### config.mk
export PLATFORM = sky130hd
export DESIGN_NAME = byte_stream_tokenizer
export DESIGN_NICKNAME = d
export VERILOG_FILES = /design/src/rtl/bst_pkg.sv /design/src/rtl/bst_scanner.sv /design/src/rtl/bst_out_fifo.sv /design/src/rtl/byte_stream_tokenizer.sv
export SDC_FILE = /design/constraint.sdc
export NUM_CORES = 1
export LEC_CHECK = 0
export ABC_AREA = 1
export BUFFER_PORTS_ARGS = -buffer_cell sky130_fd_sc_hd__buf_4
export CAP_MARGIN = 20
export CORE_ASPECT_RATIO = 0.8
export CORE_MARGIN = 3
export CORE_UTILIZATION = 45
export CTS_CLUSTER_SIZE = 20
export DETAILED_ROUTE_END_ITERATION = 16
export GPL_TIMING_DRIVEN = 0
export PLACE_DENSITY = 0.68
export SYNTH_ARGS = -nofsm -noshare
export SYNTH_HDL_FRONTEND = slang
export SYNTH_HIERARCHICAL = 1
export SYNTH_SLANG_ARGS = --single-unit
### constraint.sdc
create_clock -name clk -period 4.28 [get_ports clk]
set_clock_uncertainty 0.05 [all_clocks]
set_input_delay 0.856 -clock clk [delete_from_list [all_inputs] [get_ports clk]]
set_output_delay 0.856 -clock clk [all_outputs]
set_load 0.05 [all_outputs]
### src/rtl/bst_pkg.sv
// Shared types, constants and character classes for the byte stream tokenizer.
// No dependencies.
package bst_pkg;

	localparam int POSITION_BITS = 16;
	localparam int FIELD_BITS    = 16;
	localparam int OUT_BYTES     = 4;
	localparam int OUT_BITS      = OUT_BYTES * 8;
	localparam int FIFO_DEPTH    = 4;
	localparam int FIFO_PTR_BITS = $clog2(FIFO_DEPTH);
	localparam int FIFO_CNT_BITS = $clog2(FIFO_DEPTH + 1);

	localparam logic [7:0] CHAR_NUL   = 8'h00;
	localparam logic [7:0] CHAR_QUOTE = 8'h22;
	localparam logic [7:0] CHAR_UNDER = 8'h5F;

	typedef enum logic [1:0] {
		KIND_UNKNOWN = 2'd0,
		KIND_LITERAL = 2'd1,
		KIND_IDENT   = 2'd2,
		KIND_CONTROL = 2'd3
	} kind_t;

	typedef logic [POSITION_BITS-1:0] pos_t;
	typedef logic [FIELD_BITS-1:0]    len_t;

	typedef struct packed {
		kind_t                 kind;
		logic [FIELD_BITS-1:0] start;
		len_t                  length;
		logic                  last;
	} token_t;

	// Tokens produced by one byte: count and up to two slots, slot 0 first
	typedef struct packed {
		logic [1:0] count;
		token_t     tok0;
		token_t     tok1;
	} emit_t;

	function automatic logic is_digit(input logic [7:0] c);
		return (c >= 8'h30) && (c <= 8'h39);
	endfunction

	function automatic logic is_alpha(input logic [7:0] c);
		return ((c >= 8'h61) && (c <= 8'h7A)) || ((c >= 8'h41) && (c <= 8'h5A));
	endfunction

	function automatic logic is_space(input logic [7:0] c);
		return (c == 8'h20) || ((c >= 8'h09) && (c <= 8'h0D));
	endfunction

	function automatic logic is_word(input logic [7:0] c);
		return is_alpha(c) || is_digit(c) || (c == CHAR_UNDER);
	endfunction

	// Low field bits of a position, zero-extended for narrow positions
	function automatic logic [FIELD_BITS-1:0] pos_to_start(input pos_t p);
		logic [31:0] wide;
		wide = 32'(p);
		return wide[FIELD_BITS-1:0];
	endfunction

endpackage

### src/rtl/bst_scanner.sv
// Tokenizer scan state and per-byte token generation.
// Depends on bst_pkg.
module bst_scanner (
	input  logic                clk,
	input  logic                arst_n,
	input  logic                advance,
	input  logic [7:0]          text_byte,
	output bst_pkg::emit_t      emit
);

	typedef enum logic [1:0] {
		MODE_IDLE   = 2'd0,
		MODE_NUMBER = 2'd1,
		MODE_STRING = 2'd2,
		MODE_IDENT  = 2'd3
	} mode_t;

	mode_t         mode_q, mode_d;
	bst_pkg::pos_t start_q, start_d;
	bst_pkg::len_t len_q, len_d;
	bst_pkg::pos_t pos_q, pos_d;

	bst_pkg::len_t   grown;
	logic            done;
	logic            va, vb;
	bst_pkg::token_t ta, tb;

	assign grown = (len_q != '1) ? len_q + bst_pkg::len_t'(1) : len_q;

	// Close or extend the open token, then scan the byte as idle if needed
	always_comb begin
		mode_d  = mode_q;
		start_d = start_q;
		len_d   = len_q;
		done    = 1'b0;
		va      = 1'b0;
		vb      = 1'b0;
		ta      = '{kind: bst_pkg::KIND_UNKNOWN, start: bst_pkg::pos_to_start(start_q),
			length: len_q, last: 1'b0};
		tb      = '{kind: bst_pkg::KIND_UNKNOWN, start: bst_pkg::pos_to_start(pos_q),
			length: bst_pkg::len_t'(1), last: 1'b0};

		unique case (mode_q)
			MODE_NUMBER: begin
				if (bst_pkg::is_digit(text_byte)) begin
					len_d = grown;
					done  = 1'b1;
				end else begin
					va      = 1'b1;
					ta.kind = bst_pkg::KIND_LITERAL;
					mode_d  = MODE_IDLE;
				end
			end
			MODE_IDENT: begin
				if (bst_pkg::is_word(text_byte)) begin
					len_d = grown;
					done  = 1'b1;
				end else begin
					va      = 1'b1;
					ta.kind = bst_pkg::KIND_IDENT;
					mode_d  = MODE_IDLE;
				end
			end
			MODE_STRING: begin
				priority if (text_byte == bst_pkg::CHAR_QUOTE) begin
					va      = 1'b1;
					ta.kind = bst_pkg::KIND_LITERAL;
					mode_d  = MODE_IDLE;
					done    = 1'b1;
				end else if (text_byte == bst_pkg::CHAR_NUL) begin
					va      = 1'b1;
					ta.kind = bst_pkg::KIND_UNKNOWN;
					mode_d  = MODE_IDLE;
				end else begin
					len_d = grown;
					done  = 1'b1;
				end
			end
			MODE_IDLE: begin
			end
			default: begin
			end
		endcase

		if (!done) begin
			priority if (text_byte == bst_pkg::CHAR_NUL) begin
				vb      = 1'b1;
				tb.kind = bst_pkg::KIND_CONTROL;
			end else if (bst_pkg::is_space(text_byte)) begin
			end else if (bst_pkg::is_digit(text_byte)) begin
				mode_d  = MODE_NUMBER;
				start_d = pos_q;
				len_d   = bst_pkg::len_t'(1);
			end else if (text_byte == bst_pkg::CHAR_QUOTE) begin
				mode_d  = MODE_STRING;
				start_d = pos_q + bst_pkg::pos_t'(1);
				len_d   = '0;
			end else if (bst_pkg::is_alpha(text_byte) || (text_byte == bst_pkg::CHAR_UNDER)) begin
				mode_d  = MODE_IDENT;
				start_d = pos_q;
				len_d   = bst_pkg::len_t'(1);
			end else begin
				vb      = 1'b1;
				tb.kind = bst_pkg::KIND_UNKNOWN;
			end
		end

		// End of text starts a fresh text
		if (text_byte == bst_pkg::CHAR_NUL) begin
			mode_d  = MODE_IDLE;
			start_d = '0;
			len_d   = '0;
			pos_d   = '0;
		end else begin
			pos_d   = pos_q + bst_pkg::pos_t'(1);
		end
	end

	// Pack emitted tokens into slots and mark the final one
	always_comb begin
		emit.count = {1'b0, va} + {1'b0, vb};
		emit.tok0  = va ? ta : tb;
		emit.tok1  = tb;
		emit.tok0.last = !(va && vb);
		emit.tok1.last = 1'b1;
	end

	// Hold scan state; advance once per processed byte
	always_ff @(posedge clk or negedge arst_n) begin
		if (!arst_n) begin
			mode_q  <= MODE_IDLE;
			start_q <= '0;
			len_q   <= '0;
			pos_q   <= '0;
		end else if (advance) begin
			mode_q  <= mode_d;
			start_q <= start_d;
			len_q   <= len_d;
			pos_q   <= pos_d;
		end
	end

endmodule

### src/rtl/bst_out_fifo.sv
// Result queue: takes up to two tokens a cycle, delivers one beat a cycle while out_ready is high.
// Depends on bst_pkg.
module bst_out_fifo (
	input  logic            clk,
	input  logic            arst_n,
	input  logic            push,
	input  bst_pkg::emit_t  emit,
	output logic            room,
	output logic            out_valid,
	input  logic            out_ready,
	output bst_pkg::token_t out_token
);

	localparam int PB = bst_pkg::FIFO_PTR_BITS;
	localparam int CB = bst_pkg::FIFO_CNT_BITS;

	bst_pkg::token_t mem_q [bst_pkg::FIFO_DEPTH];
	logic [PB-1:0]   wr_q, rd_q;
	logic [CB-1:0]   count_q;
	logic [1:0]      n_push;
	logic            pop;

	assign n_push    = push ? emit.count : 2'd0;
	assign pop       = out_valid && out_ready;
	assign out_valid = (count_q != '0);
	assign out_token = mem_q[rd_q];
	assign room      = (count_q <= CB'(bst_pkg::FIFO_DEPTH - 2));

	// Store new tokens at the write pointer
	always_ff @(posedge clk) begin
		if (n_push != 2'd0) begin
			mem_q[wr_q] <= emit.tok0;
		end
		if (n_push == 2'd2) begin
			mem_q[wr_q + PB'(1)] <= emit.tok1;
		end
	end

	// Advance pointers and occupancy
	always_ff @(posedge clk or negedge arst_n) begin
		if (!arst_n) begin
			wr_q    <= '0;
			rd_q    <= '0;
			count_q <= '0;
		end else begin
			wr_q    <= wr_q + PB'(n_push);
			if (pop) begin
				rd_q <= rd_q + PB'(1);
			end
			count_q <= count_q + CB'(n_push) - CB'(pop);
		end
	end

endmodule

### src/rtl/byte_stream_tokenizer.sv
// Byte stream tokenizer top level: input register, scanner and result queue.
// Depends on bst_pkg, bst_scanner and bst_out_fifo.
//
//  channel  direction  fields (low bit up)
//  s_*      in         tdata: text_byte[7:0]
//  m_*      out        tdata: token_start[15:0], token_length[31:16];
//                      tuser: token_kind[1:0]; tlast: last_of_run
//
// One byte is accepted per cycle; its tokens go to the result queue. Output delivers
// one beat per cycle while ready, so a byte that closes a token and is itself a
// token (two results) gives two output beats; the four-entry queue sets the stall.
// Input stalls when the registered byte cannot move because fewer than two queue
// entries are free. Reset clears scan state and empties the queue; no clearing pass.
module byte_stream_tokenizer (
	input  logic                         clk,
	input  logic                         arst_n,
	input  logic                         s_tvalid,
	output logic                         s_tready,
	input  logic [7:0]                   s_tdata,   // text_byte[7:0]
	output logic                         m_tvalid,
	input  logic                         m_tready,
	output logic [bst_pkg::OUT_BITS-1:0] m_tdata,   // token_start[15:0], token_length[31:16]
	output logic [1:0]                   m_tuser,   // token_kind[1:0]
	output logic                         m_tlast    // last_of_run
);

	logic            valid_s1;
	logic [7:0]      byte_s1;
	logic            advance;
	logic            room;
	bst_pkg::emit_t  emit;
	bst_pkg::token_t head;

	assign advance  = valid_s1 && room;
	assign s_tready = !valid_s1 || advance;

	// Input register: hold the byte until the queue has room for its tokens
	always_ff @(posedge clk or negedge arst_n) begin
		if (!arst_n) begin
			valid_s1 <= 1'b0;
		end else if (s_tready) begin
			valid_s1 <= s_tvalid;
		end
	end

	always_ff @(posedge clk) begin
		if (s_tready && s_tvalid) begin
			byte_s1 <= s_tdata;
		end
	end

	bst_scanner u_scanner (
		.clk       (clk),
		.arst_n    (arst_n),
		.advance   (advance),
		.text_byte (byte_s1),
		.emit      (emit)
	);

	bst_out_fifo u_fifo (
		.clk       (clk),
		.arst_n    (arst_n),
		.push      (advance),
		.emit      (emit),
		.room      (room),
		.out_valid (m_tvalid),
		.out_ready (m_tready),
		.out_token (head)
	);

	// Pack the head token into the beat
	assign m_tdata = {head.length, head.start};
	assign m_tuser = head.kind;
	assign m_tlast = head.last;

endmodule

==> metrics.csv <==
metric,value,unit
Final HPWL DP,24300,µm
Core ar.,0.0265,mm²
unrepaired setup endpoints after global routing,false,
pre-CTS setup slack,0.0733,ns
DR pass1 iterations,5,
"Distinct cells, synth",41,
Max Slew Vio Count,0,
"most common cell after layout, fill and taps aside",nand2_1,
Placer Congestion,0.934,
P&R area growth vs syn,13.7,%
global route overflow,0,
power per cell area,662,mW/mm²
synthesized area per cell,7.54,µm²
TritonCTS buffer count,23,
startpoint types,flip-flop,
worst hold margin,0.387,ns
setup violators final,0,
share of layout cells above drive strength 1,12.0,%
maxcap violations,0,
Yosys warning count,6,
Routed Antenna Nets,0,
hold buffers post-CTS,0,
routed length per placed instance,16.7,µm
Initial Utilization,46.1,%
Avg Vias per Cell,5.25,
CTS root buffer,clkbuf_16,
fin util,52.4,%
Yosys top cell by area,edfxtp_1,
Via Count,10900,
worst path required time,4.43,ns
cells after synthesis,1617,
leakage,6.62,nW
initial antenna violation count,0,
Synth area leaders,"edfxtp_1 (36%), nand2_1 (20%), dfrtp_1 (12%), nand3_1 (7.0%), o21ai_0 (4.5%)",
CTS tree,built,
Rel. slew slack,46.7,%
"EDFF count, synth",148,
achievable frequency,252,MHz
DRC Markers,0,
Hold WC Path Type,primary input to asynchronous set/reset pin,
post_cts resized,0,
Die ar.,0.0291,mm²
Critical Path AT,4.13,ns
fin crit period,3.98,ns
Overall Global Routing Usage,23.6,%
Main synth FF type,edfxtp_1,
Setup Buffers After CTS,0,
clock-pin slew of the registers on the worst-case setup and hold paths,0.06,ns
Antenna Cells,0,
Crit. End Element,flip-flop,
Critical R2R Launch,byte_s1[3],
H-tree levels,1,
Max IR drop VDD,0.000384,V
Die H,153,µm
top-area cell type share of the netlist area,36.4,%
Tcrit/Tclk final,92.9,%
post-synthesis sequential area ratio,48.3,%
worst r2r dst,u_fifo/mem_q[1][17],
R2R depth,17,
largest net degree at the start of global routing,59,
initial DRC count,1300,
Post-synth ARST share,28.2,%
Final Hold Fails,0,
number of I/O port buffers,48,
via count of the first global-routing pass,10100,
clock sinks,206,
# rows,53,
Post-Syn Area,0.0122,mm²
Worst Tran Pin Value,0.800,ns
most frequent cells in the layout,"nand2_1 (631), nand3_1 (171), edfxtp_1 (148), inv_1 (121), nor2_1 (116)",
flop2flop setup slack,0.30,ns
CTS max path bufs,3,
# nets final,1726,
status,"complete, no violations",
I/O pin cnt,49,
DIE WIDTH,190,µm
clk_lat worst skew,0.51,ns
Total Wirelength,34700,µm
#FFs+latches synth,206,
WS Path Type,flip-flop to flip-flop,
first-pass GRT wire length,54600,µm
Fin Setup TNS,0,ns
CP Max Fanout,28,
final worst slack,0.304,ns
-- critical path, stage by stage (launching register included) --
cell	delay, ns
edfxtp_1	0.41
inv_1	0.14
nand2_1	0.07
nor2_1	0.14
nand2_1	0.12
o21ai_1	0.16
inv_2	0.08
nand2_1	0.11
a21oi_2	0.06
nor2_4	0.15
buf_2	0.25
ha_1	0.28
nand2_1	0.26
nor2_4	0.33
nand2_2	0.23
buf_2	0.29
nand2_2	0.27
buf_12	0.26
-- where the power goes --
group	switching [mW]	leakage (nW)	total, mW	internal, mW
logic	3.28	4.08	4.41	1.13
clock network	0.802	0.372	1.97	1.17
registers	0.194	2.17	2.79	2.60
total	4.28	6.62	9.18	4.90
-- metrics by stage --
stage | power [mW] | cells | area [µm²]
floorplan | 5.81 | 1632 | 12300
global placement | 7.12 | 2037 | 13100
detailed placement | 7.22 | 2039 | 13100
CTS | 9.19 | 2081 | 13900
global route | 9.71 | 2080 | 13900
finish | 9.18 | 2080 | 13900
-- cell families (layout without fill, tap and decap cells) --
group / count (synthesis) / count (layout) / synth area share [%]
DFF: 206 / 206 / 48.3
and+or+nand+nor: 969 / 969 / 33.2
buffers and inverters: 233 / 324 / 8.35
AOI/OAI and AO/OA: 181 / 181 / 7.89
adders and majority gates: 8 / 8 / 0.882
xor gates and xnor gates: 18 / 18 / 1.29
other: 2 / 17 / 0.0616
-- synthesized netlist by cell type, drive strengths merged (2+ instances only) --
cell and count:
dfrtp 58, nand4 6, xor2 17, a21oi 20
o211ai 4, or2 4, ha 7, nand2 645
clkbuf 27, o22ai 12, nand3 177, nor2 126
clkinv 2, nor3 10, inv 130, buf 74
o21ai 141, edfxtp 148, conb 2
-- how the worst max path moves through the flow --
stage,slack [ns],end,from
after floorplan,0.76,u_fifo/mem_q[0][0],byte_s1[2]
after global placement,-0.65,u_fifo/mem_q[0][8],byte_s1[7]
after detailed placement,0.07,u_fifo/mem_q[3][5],byte_s1[3]
after CTS,0.07,u_fifo/mem_q[3][16],byte_s1[1]
after global routing,0.09,u_fifo/mem_q[1][17],byte_s1[3]
final,0.30,u_fifo/mem_q[1][17],byte_s1[3]
-- area by class of cell --
type / count / area (µm²)
clock inverters: 16 / 164
fillers: 2521 / 12600
plain buffers: 100 / 519
clock buffers: 26 / 587
repair buffers: 50 / 400
inverters: 132 / 495
flip-flops and latches: 206 / 5900
well taps: 357 / 447
multi-input cells: 1193 / 5360
-- registers in the layout, summed over array words and instances, names as in the netlist --
| register | cells |
|---|---|
| byte_s1 | 8 |
| u_fifo/count_q | 3 |
| u_fifo/mem_q | 140 |
| u_fifo/rd_q | 2 |
| u_fifo/wr_q | 2 |
| u_scanner/len_q | 16 |
| u_scanner/mode_q | 2 |
| u_scanner/pos_q | 16 |
| u_scanner/start_q | 16 |
| valid_s1 | 1 |
-- layer usage --
metal  track usage, %  share of wire [%]  wire, µm  vias to the layer above
met2             36.6                 43     15100                      517
met1             34.1                 45     15500                     4943
li1                 -                  -         -                     5392
met4             6.30                2.5       871                        0
met5                0                  0         0                        -
met3             4.54                9.6      3320                       78
Note: power is estimated with default switching activity, not from simulation.
